--- src/rtl/core/sdp_pkg.sv ---
package sdp_pkg;

  localparam logic [7:0]  START_BYTE = 8'hFE;
  localparam logic [10:0] DUTY_MAX   = 11'd1999;
  localparam logic [10:0] SERVO_BASE = 11'd99;
  localparam logic [8:0]  ANGLE_FULL = 9'd180;
  localparam logic [9:0]  RIGHT_CAP  = 10'd181;

  // floor(y / 9) == (y * SERVO_RECIP) >> SERVO_SHIFT for y below 2048
  localparam logic [12:0] SERVO_RECIP = 13'd7282;
  localparam int          SERVO_SHIFT = 16;

  localparam int CFG_INDEX_W = 3;
  localparam int CFG_DATA_W  = 8;

  localparam logic [CFG_INDEX_W-1:0] REG_RIGHT_THRESHOLD = 3'd0;
  localparam logic [CFG_INDEX_W-1:0] REG_LEFT_THRESHOLD  = 3'd1;
  localparam logic [CFG_INDEX_W-1:0] REG_TURN_OFFSET     = 3'd2;
  localparam logic [CFG_INDEX_W-1:0] REG_TURN_BOOST      = 3'd3;
  localparam logic [CFG_INDEX_W-1:0] REG_SPEED_SCALE     = 3'd4;

  typedef struct packed {
    logic [7:0] right_threshold;
    logic [7:0] left_threshold;
    logic [5:0] turn_offset;
    logic [5:0] turn_boost;
    logic [4:0] speed_scale;
  } cfg_t;

  typedef struct packed {
    logic [7:0] angle;
    logic [7:0] speed;
  } frame_t;

  typedef struct packed {
    logic [10:0] servo_right;
    logic [10:0] servo_left;
    logic [10:0] motor_forward;
    logic [10:0] motor_reverse;
  } duty_t;

  // 99 + 100*x/180, i.e. 99 + floor(5x/9)
  function automatic logic [10:0] servo_map(input logic [8:0] x);
    logic [10:0] y;
    logic [23:0] prod;
    logic [10:0] v;
    y    = {2'b00, x} + {x, 2'b00};
    prod = {13'd0, y} * {11'd0, SERVO_RECIP};
    v    = SERVO_BASE + {3'd0, prod[SERVO_SHIFT +: 8]};
    return (v > DUTY_MAX) ? DUTY_MAX : v;
  endfunction

endpackage

--- src/rtl/core/sdp_fifo.sv ---
module sdp_fifo #(
  parameter int WIDTH = 16,
  parameter int DEPTH = 2
) (
  input  logic             clk,
  input  logic             rst,
  input  logic             wr_en,
  input  logic [WIDTH-1:0] wr_data,
  output logic             full,
  input  logic             rd_en,
  output logic [WIDTH-1:0] rd_data,
  output logic             empty
);

  localparam int PTR_W = (DEPTH > 1) ? $clog2(DEPTH) : 1;
  localparam int CNT_W = $clog2(DEPTH + 1);
  localparam logic [PTR_W-1:0] PTR_LAST = PTR_W'(DEPTH - 1);
  localparam logic [CNT_W-1:0] CNT_FULL = CNT_W'(DEPTH);

  logic [WIDTH-1:0] mem [DEPTH];
  logic [PTR_W-1:0] wr_ptr;
  logic [PTR_W-1:0] rd_ptr;
  logic [CNT_W-1:0] count;

  logic do_wr;
  logic do_rd;

  assign full    = (count == CNT_FULL);
  assign empty   = (count == '0);
  assign do_wr   = wr_en && !full;
  assign do_rd   = rd_en && !empty;
  assign rd_data = mem[rd_ptr];

  always_ff @(posedge clk) begin
    if (do_wr) begin
      mem[wr_ptr] <= wr_data;
    end
  end

  always_ff @(posedge clk) begin
    if (rst) begin
      wr_ptr <= '0;
      rd_ptr <= '0;
      count  <= '0;
    end else begin
      if (do_wr) begin
        wr_ptr <= (wr_ptr == PTR_LAST) ? '0 : wr_ptr + 1'b1;
      end
      if (do_rd) begin
        rd_ptr <= (rd_ptr == PTR_LAST) ? '0 : rd_ptr + 1'b1;
      end
      case ({do_wr, do_rd})
        2'b10:   count <= count + 1'b1;
        2'b01:   count <= count - 1'b1;
        default: count <= count;
      endcase
    end
  end

endmodule

--- src/rtl/core/sdp_front.sv ---
module sdp_front (
  input  logic            clk,
  input  logic            rst,
  input  logic            push,
  input  logic [7:0]      rx_byte,
  output logic            full,
  output logic            q_push,
  output sdp_pkg::frame_t q_data,
  input  logic            q_full
);

  typedef enum logic [1:0] {
    HUNT,
    GET_ANGLE,
    GET_SPEED,
    GET_CHECK
  } phase_t;

  phase_t     phase;
  logic [7:0] angle;
  logic [7:0] speed;
  logic       take;

  assign full         = q_full;
  assign take         = push && !q_full;
  assign q_data.angle = angle;
  assign q_data.speed = speed;
  // a good check byte hands the frame to the queue, a bad one just drops it
  assign q_push = take && (phase == GET_CHECK) && ((angle ^ speed) == rx_byte);

  always_ff @(posedge clk) begin
    if (rst) begin
      phase <= HUNT;
      angle <= '0;
      speed <= '0;
    end else if (take) begin
      case (phase)
        HUNT: begin
          if (rx_byte == sdp_pkg::START_BYTE) begin
            phase <= GET_ANGLE;
          end
        end
        GET_ANGLE: begin
          angle <= rx_byte;
          phase <= GET_SPEED;
        end
        GET_SPEED: begin
          speed <= rx_byte;
          phase <= GET_CHECK;
        end
        GET_CHECK: phase <= HUNT;
        default:   phase <= HUNT;
      endcase
    end
  end

endmodule

--- src/rtl/core/sdp_back.sv ---
module sdp_back (
  input  logic            clk,
  input  logic            rst,
  input  sdp_pkg::cfg_t   cfg,
  input  logic            q_empty,
  input  sdp_pkg::frame_t q_data,
  output logic            q_pop,
  output logic            res_push,
  output sdp_pkg::duty_t  res_data,
  input  logic            res_full
);

  logic        s1_valid;
  logic [8:0]  s1_right;
  logic [7:0]  s1_left;
  logic [10:0] s1_duty;
  logic        s1_reverse;

  logic [8:0]  right_base;
  logic [9:0]  right_boost;
  logic [8:0]  right_next;
  logic [7:0]  left_base;
  logic [7:0]  left_next;
  logic [7:0]  mag;
  logic [12:0] prod;
  logic [10:0] duty_next;
  logic        advance;
  logic        load;

  assign advance = s1_valid && !res_full;
  assign load    = !q_empty && (!s1_valid || advance);
  assign q_pop   = load;

  always_comb begin
    right_base  = {1'b0, q_data.angle} + {3'd0, cfg.turn_offset};
    left_base   = (q_data.angle > {2'd0, cfg.turn_offset}) ?
                  q_data.angle - {2'd0, cfg.turn_offset} : 8'd0;
    right_boost = {1'b0, right_base} + {4'd0, cfg.turn_boost};
    right_next  = right_base;
    left_next   = left_base;
    if (right_base > {1'b0, cfg.right_threshold}) begin
      // past full angle the right side is left alone
      if (right_base <= sdp_pkg::ANGLE_FULL) begin
        right_next = (right_boost > sdp_pkg::RIGHT_CAP) ?
                     sdp_pkg::RIGHT_CAP[8:0] : right_boost[8:0];
      end
    end else if (left_base < cfg.left_threshold) begin
      left_next = (left_base > {2'd0, cfg.turn_boost}) ?
                  left_base - {2'd0, cfg.turn_boost} : 8'd0;
    end

    // two's complement negate keeps -128 as magnitude 128
    mag       = q_data.speed[7] ? 8'(~q_data.speed + 8'd1) : q_data.speed;
    prod      = {5'd0, mag} * {8'd0, cfg.speed_scale};
    duty_next = (prod > {2'd0, sdp_pkg::DUTY_MAX}) ? sdp_pkg::DUTY_MAX : prod[10:0];
  end

  always_ff @(posedge clk) begin
    if (rst) begin
      s1_valid <= 1'b0;
    end else if (load) begin
      s1_valid <= 1'b1;
    end else if (advance) begin
      s1_valid <= 1'b0;
    end
  end

  always_ff @(posedge clk) begin
    if (load) begin
      s1_right   <= right_next;
      s1_left    <= left_next;
      s1_duty    <= duty_next;
      s1_reverse <= q_data.speed[7];
    end
  end

  assign res_push               = advance;
  assign res_data.servo_right   = sdp_pkg::servo_map(s1_right);
  assign res_data.servo_left    = sdp_pkg::servo_map({1'b0, s1_left});
  assign res_data.motor_forward = s1_reverse ? 11'd0 : s1_duty;
  assign res_data.motor_reverse = s1_reverse ? s1_duty : 11'd0;

endmodule

--- src/rtl/core/steer_drive_packet_to_pwm.sv ---
// Packet decoder for steering and drive commands. One received byte is taken
// every clock while full is low; the front parser hunts for the 0xFE start
// byte, gathers angle, speed and check bytes, and passes each frame whose
// check matches into a short frame queue. The back end takes one frame per
// clock from that queue while the result queue has room, through a datapath
// (steering offset/boost and speed scaling, a stage register, then the servo
// mapping multiply) into a result queue. Results are drained one per clock
// with pop while empty is low. A stall on pop backs up the result queue, then
// the frame queue, and only then raises full. Configuration writes are always
// ready and take effect immediately; write them only while no frame is in
// flight.
module steer_drive_packet_to_pwm #(
  parameter int QUEUE_DEPTH = 2,
  parameter int RESULT_DEPTH = 2
) (
  input  logic                             clk,
  input  logic                             rst,
  input  logic                             push,
  output logic                             full,
  input  logic [7:0]                       rx_byte,
  output logic                             empty,
  input  logic                             pop,
  output logic [10:0]                      servo_right_duty,
  output logic [10:0]                      servo_left_duty,
  output logic [10:0]                      motor_forward_duty,
  output logic [10:0]                      motor_reverse_duty,
  input  logic                             cfg_valid,
  output logic                             cfg_ready,
  input  logic [sdp_pkg::CFG_INDEX_W-1:0]  cfg_index,
  input  logic [sdp_pkg::CFG_DATA_W-1:0]   cfg_data
);

  sdp_pkg::cfg_t   cfg;
  sdp_pkg::frame_t fq_wr_data;
  sdp_pkg::frame_t fq_rd_data;
  sdp_pkg::duty_t  rq_wr_data;
  sdp_pkg::duty_t  rq_rd_data;

  logic fq_push;
  logic fq_full;
  logic fq_pop;
  logic fq_empty;
  logic rq_push;
  logic rq_full;

  assign cfg_ready = 1'b1;

  always_ff @(posedge clk) begin
    if (rst) begin
      cfg.right_threshold <= 8'd102;
      cfg.left_threshold  <= 8'd78;
      cfg.turn_offset     <= 6'd12;
      cfg.turn_boost      <= 6'd20;
      cfg.speed_scale     <= 5'd19;
    end else if (cfg_valid && cfg_ready) begin
      case (cfg_index)
        sdp_pkg::REG_RIGHT_THRESHOLD: cfg.right_threshold <= cfg_data[7:0];
        sdp_pkg::REG_LEFT_THRESHOLD:  cfg.left_threshold  <= cfg_data[7:0];
        sdp_pkg::REG_TURN_OFFSET:     cfg.turn_offset     <= cfg_data[5:0];
        sdp_pkg::REG_TURN_BOOST:      cfg.turn_boost      <= cfg_data[5:0];
        sdp_pkg::REG_SPEED_SCALE:     cfg.speed_scale     <= cfg_data[4:0];
        default:                      cfg <= cfg;
      endcase
    end
  end

  sdp_front u_front (
    .clk     (clk),
    .rst     (rst),
    .push    (push),
    .rx_byte (rx_byte),
    .full    (full),
    .q_push  (fq_push),
    .q_data  (fq_wr_data),
    .q_full  (fq_full)
  );

  sdp_fifo #(
    .WIDTH ($bits(sdp_pkg::frame_t)),
    .DEPTH (QUEUE_DEPTH)
  ) u_frame_q (
    .clk     (clk),
    .rst     (rst),
    .wr_en   (fq_push),
    .wr_data (fq_wr_data),
    .full    (fq_full),
    .rd_en   (fq_pop),
    .rd_data (fq_rd_data),
    .empty   (fq_empty)
  );

  sdp_back u_back (
    .clk      (clk),
    .rst      (rst),
    .cfg      (cfg),
    .q_empty  (fq_empty),
    .q_data   (fq_rd_data),
    .q_pop    (fq_pop),
    .res_push (rq_push),
    .res_data (rq_wr_data),
    .res_full (rq_full)
  );

  sdp_fifo #(
    .WIDTH ($bits(sdp_pkg::duty_t)),
    .DEPTH (RESULT_DEPTH)
  ) u_result_q (
    .clk     (clk),
    .rst     (rst),
    .wr_en   (rq_push),
    .wr_data (rq_wr_data),
    .full    (rq_full),
    .rd_en   (pop),
    .rd_data (rq_rd_data),
    .empty   (empty)
  );

  assign servo_right_duty   = rq_rd_data.servo_right;
  assign servo_left_duty    = rq_rd_data.servo_left;
  assign motor_forward_duty = rq_rd_data.motor_forward;
  assign motor_reverse_duty = rq_rd_data.motor_reverse;

endmodule

--- config.mk ---
export PLATFORM = sky130hd
export DESIGN_NAME = steer_drive_packet_to_pwm
export DESIGN_NICKNAME = d
export VERILOG_FILES = /design/src/rtl/core/sdp_pkg.sv /design/src/rtl/core/sdp_fifo.sv /design/src/rtl/core/sdp_front.sv /design/src/rtl/core/sdp_back.sv /design/src/rtl/core/steer_drive_packet_to_pwm.sv
export SDC_FILE = /design/constraint.sdc
export NUM_CORES = 1
export LEC_CHECK = 0
export BUFFER_PORTS_ARGS = -buffer_cell sky130_fd_sc_hd__buf_2
export CAP_MARGIN = 40
export CORE_MARGIN = 4
export CORE_UTILIZATION = 60
export CTS_CLUSTER_SIZE = 16
export DETAILED_ROUTE_END_ITERATION = 16
export GPL_ROUTABILITY_DRIVEN = 1
export PLACE_DENSITY = 0.87
export SLEW_MARGIN = 20
export SYNTH_ARGS = -nofsm -noshare
export SYNTH_HDL_FRONTEND = slang
export SYNTH_SLANG_ARGS = --single-unit
--- constraint.sdc ---
create_clock -name clk -period 9.9 [get_ports clk]
set_input_delay 1.485 -clock clk [delete_from_list [all_inputs] [get_ports clk]]
set_output_delay 1.485 -clock clk [all_outputs]
set_load 0.02 [all_outputs]
# Word level (Yosys, flattened, before mapping)
# Memory sizes are Yosys's and may differ from the RTL's. A register that Yosys moved wholly into a read port is not among the register bits.
# Index checks and enable logic that the tools add are counted.
dict set report word_totals {
  reg_bits 89
  mem_bits_rw 120
  inputBits 24
  out_inout_bits 47
  wordCells 128
  mem_count 2
}
dict set report op_classes {
  addsub 17
  mul 3
  n_lt_le_gt_ge 9
  eq_ne 16
  muxes 30
  bitwise 2
  n_reduce_logical 30
}
# name words word_bits read_ports rd_ports_with_merged_regs write_ports line
set mem_list {}
lappend mem_list {u_result_q.mem 2 44 1 1 1 sdp_fifo.sv:20} ;# logic [WIDTH-1:0] mem [DEPTH];
lappend mem_list {u_frame_q.mem 2 16 1 1 1 sdp_fifo.sv:20}
# op count
set op_table {}
lappend op_table {{11-bit by 12-bit multiplier with 23-bit output, second input constant} 2}
lappend op_table {{11-bit two-way mux} 4}
lappend op_table {{8-bit two-way mux} 5}
lappend op_table {{9-bit two-way mux} 3}
lappend op_table {{11-bit > comparator, second input constant} 2}
lappend op_table {{7-bit by 8-bit adder with 9-bit output, first input constant} 2}
lappend op_table {{8-bit by 6-bit > comparator with 1-bit output} 2}
lappend op_table {{2-bit AND reduction} 8}
lappend op_table {{8-bit by 6-bit subtractor with 8-bit output} 2}
lappend op_table {{1-bit two-way mux} 14}
lappend op_table {{13-bit by 11-bit > comparator with 1-bit output, second input constant} 1}
lappend op_table {{8-bit by 5-bit multiplier with 13-bit output} 1}
lappend op_table {{2-bit equality test, second input constant} 6}
lappend op_table {{8-bit by 10-bit adder with 11-bit output} 1}
lappend op_table {{9-bit by 11-bit adder with 11-bit output} 1}
lappend op_table {{9-bit by 6-bit adder with 10-bit output} 1}
lappend op_table {{10-bit by 8-bit > comparator with 1-bit output, second input constant} 1}
lappend op_table {{8-bit by 6-bit adder with 9-bit output} 1}
lappend op_table {{9-bit by 8-bit > comparator with 1-bit output} 1}
lappend op_table {{9-bit by 8-bit less-or-equal comparator with 1-bit output, second input constant} 1}
lappend op_table {{1-bit logical AND} 9}
lappend op_table {{8-bit by 1-bit adder with 8-bit output, second input constant} 1}
lappend op_table {{8-bit equality test} 1}
lappend op_table {{8-bit equality test, second input constant} 1}
lappend op_table {{19 further kinds} 36}

# Longest topological paths before layout
dict set report logic_depth {
  depth_word 8
  mapped_depth 31
  depth_no_buf 31
}

# By module
# A second synthesis with hierarchy kept.
dict set report hier_totals {
  cells_unflattened 1567
  area_unflattened_um2 16620.9
}
# module n_inst cells_each area_per_inst_um2 seq_area_each_um2
set modules_own_cells {}
lappend modules_own_cells {sdp_back 1 1083 9554.2 890.9}
lappend modules_own_cells {{sdp_fifo at u_result_q} 1 163 3387.0 2742.6}
lappend modules_own_cells {{sdp_fifo at u_frame_q} 1 76 1375.1 1061.0}
lappend modules_own_cells {steer_drive_packet_to_pwm 1 132 1357.6 660.6}
lappend modules_own_cells {sdp_front 1 113 947.2 360.3}

# Worst setup path before layout
# OpenSTA, ideal clock, no wires.
dict set report synth_path {
  path_type {register -> register}
  startpoint {register u_back.s1_left[1]}
  endpoint {memory u_result_q.mem[0][29] in the netlist's numbering, data pin}
  setup_time_ns 0.283
  t_arrival_ns 6.893
  required_ns 9.617
  slack_ns 2.724
  stages_incl_launch_ff 29
  n_path_buf 0
  period_less_slack_ns 7.176
  path_cell_list {edfxtp_1 ha_1 a21o_1 a21oi_1 o21bai_1 a21oi_1 nor2b_1 o21ai_0 xnor2_1 inv_1 fa_1 ha_1 inv_1 fa_1 inv_1 fa_1 inv_1 fa_1 inv_1 ha_1 and3_4 and3_1 o31ai_4 a21oi_4 nor4_4 o31ai_2 mux4_2 a311oi_1 o2111ai_1}
}
# item line
set synth_lines {}
lappend synth_lines {{start, declared} sdp_back.sv:15} ;# logic [7:0] s1_left;
lappend synth_lines {{start signal, assigned} sdp_back.sv:71} ;# s1_left <= left_next;
lappend synth_lines {{end, declared} sdp_fifo.sv:20}

==> qor.txt <==
status: finished, final reports clean
cell area after layout: 17,820 sq um
Tcrit/Tclk final: 78.50%
setup TNS: 0 ps
Leak Pwr: 7.958 nW
PwrDens: 104.0 nW/um^2
routed len/inst: 16.30 um
pin count of the biggest net entering global routing: 41
post-route ant nets: 0
Peak VDD IR: 0.1218 mV
post-synthesis cell type count: 82
gr usage total: 21.62%
Nets: 1,983
Largest delay share family, worst path: adder cells
multi-input logic area: 9737 sq um
vias per std cell: 5.674
DIE WIDTH: 172.8 um
number of DRC markers in iteration 0: 647
post-DP HPWL: 25,500 um
initial antenna violation count: 0
YS warnings: 0
post-CTS setup buffer count: 0
Post-Syn Area: 16,300 sq um
final hold vios: 0
relative slew slack: 50.94%
die area: 29,860 sq um
global-route wire length before repair: 54,980 um
worst hold margin: 465.8 ps
Placed Area: 17,060 sq um
most used cell, CP: inv_1
Post-synth EDFFs: 141
kind of critical path: reg2reg
Reg area: 5477 sq um
Max-Cap Viols: 0
Top-Level Pins: 71
number of core rows: 60
drt first pass iters: 5
GRT overflow: 0
clk_skew: 17.91 ps
WP depth: 28
FF+latch count, synth: 203
Hold Path Class: reg2reg
Root Driver: clkbuf_16
layout cell share with drive strength beyond 1: 11.55%
drt total wl: 32,790 um
worst reg2reg path depth: 28
area delta synth->final: 9.366%
Syn Inst Count: 1,584
Inserted Diodes: 0
asr flop ratio synth: 0%
CP max FO: 7
CP endpoint kind: flop
fmax: 128.7 MHz
clk buf depth: 3
post-synthesis sequential area ratio: 33.60%
hold path cells: 2
Worst-Skew Late Latency: 530 ps
CP max-delay cell: mux4_2
clk slew on worst S/H paths: 60 ps
Fillers: 1,912
Core ar.: 26,800 sq um
Tmin final: 7772 ps
Die Y-Extent: 172.8 um
vias in the first global route: 11,690
Max Slew Vio Count: 0
cts hold-fix bufs: 0
top_reg_cell synth: edfxtp_1
Initial Util: 60.81%
clk sinks: 203
Startpoint Class: flop
DR DRC count: 0
worst path bufs/invs: 5
buffers added on ports: 65
post_cts resized: 0
Final GP Congestion: 0.9207
CTS Buf Count: 24
Tot Pwr: 1.854 mW
CTS tree: done
post-synthesis average cell area: 10.29 sq um
Worst-Margin Slew: 728.1 ps
Worst path max stage delay: 560 ps
RSZ-0062 raised after global routing: no
DR vias: 11,416
htree depth: 1
final setup fails: 0
Worst EP required: 10,140 ps
critical path arrival: 8010 ps
==> registers in the layout, indices dropped and copies added, names as in the netlist, 2 cells and up, named ones only <==
| signal | count |
|---|---|
| u_frame_q.count | 2 |
| u_front.angle | 8 |
| cfg | 33 |
| u_result_q.count | 2 |
| u_back.s1_duty | 11 |
| u_front.phase | 2 |
| u_result_q.mem | 80 |
| u_back.s1_right | 9 |
| u_frame_q.mem | 32 |
| u_back.s1_left | 8 |
| u_front.speed | 8 |
==> per-layer routing <==
metal / wire length (um) / part of all wire (%) / GRT usage, %
met1: 13910 / 42 / 27.32
met2: 16630 / 51 / 39.36
met3: 1528 / 4.7 / 3.039
met4: 727 / 2.2 / 5.221
met5: 0 / 0 / 0
==> Yosys cell counts, drive strengths merged (15+ instances only) <==
| master | instances | area share (%) |
|---|---|---|
| a21o | 15 | 0.70 |
| a21oi | 69 | 2.3 |
| and2 | 43 | 1.7 |
| clkbuf | 21 | 0.48 |
| dfxtp | 62 | 7.6 |
| edfxtp | 141 | 26 |
| fa | 88 | 11 |
| ha | 218 | 17 |
| inv | 253 | 5.8 |
| mux2 | 49 | 3.4 |
| mux2i | 19 | 1.2 |
| nand2 | 102 | 2.3 |
| nand2b | 21 | 0.81 |
| nand3 | 33 | 1.0 |
| nor2 | 79 | 1.8 |
| nor2b | 30 | 1.2 |
| o21ai | 56 | 1.7 |
| xnor2 | 64 | 3.4 |
| xor2 | 26 | 1.4 |
==> worst min-delay path: cells and delay by family (launching register included) <==
| kind | cells | cell delay, ps |
|---|---|---|
| AOI/OAI and AO/OA | 1 | 50 |
| DFF | 1 | 310 |
| and+or+nand+nor | 1 | 50 |
==> area by class of cell <==
class / count / share of cell area, %
well taps: 341 / 2.394
clock buffers: 32 / 3.770
multi-input cells: 1096 / 54.63
clock inverters: 12 / 0.4984
repair buffers: 75 / 2.654
inverters: 253 / 5.328
flip-flops and latches: 203 / 30.73
==> final timing paths <==
kind,slack (ps),from,end
worst max-delay path,2130,u_back.s1_left[1],u_result_q.mem[1][29]
worst min register to register,470,cfg[28],cfg[28]
worst min-delay path,470,cfg[28],cfg[28]
worst max register to register,2130,u_back.s1_left[1],u_result_q.mem[1][29]
==> logic make-up after synthesis <==
| kind of cell | after synthesis | share of synthesized area (%) |
|---|---|---|
| DFF | 203 | 33.60 |
| AOI/OAI and AO/OA | 251 | 10.60 |
| muxes | 70 | 4.829 |
| buffers and inverters | 288 | 6.779 |
| other | 2 | 0.04608 |
| xor gates and xnor gates | 91 | 4.975 |
| and+or+nand+nor | 372 | 11.56 |
| adders and majority gates | 307 | 27.61 |
==> per-stage QoR <==
| stage | util (%) | std cells | setup WS (ps) |
|---|---|---|---|
| after floorplan | - | 1587 | 2724 |
| after global placement | 63.23 | 1962 | 2420 |
| after detailed placement | 63.66 | 1968 | 2149 |
| after CTS | 66.50 | 2012 | 2142 |
| after global routing | 66.50 | 2012 | 1593 |
| final | 66.50 | 2012 | 2128 |
==> report_power, final <==
group	switching, mW	internal [mW]	total (mW)
combinational	0.0581	0.0407	0.0988
sequential	0.00346	0.902	0.906
clock	0.366	0.483	0.849
total	0.428	1.43	1.85
==> cells in the final DEF (no fill, tap or decap), types with 19 or more instances in the layout <==
cell type and count:
a21oi_1 65, and2_1 42, buf_2 65, clkbuf_16 25, dfxtp_1 61, edfxtp_1 141, fa_1 88, ha_1 218
inv_1 253, mux2_2 49, mux2i_1 19, nand2_1 102, nand2b_1 21, nand3_1 33, nor2_1 78, nor2b_1 30
o21ai_0 46, xnor2_1 64, xor2_1 26
No activity file was read; power rests on OpenSTA's default activity.
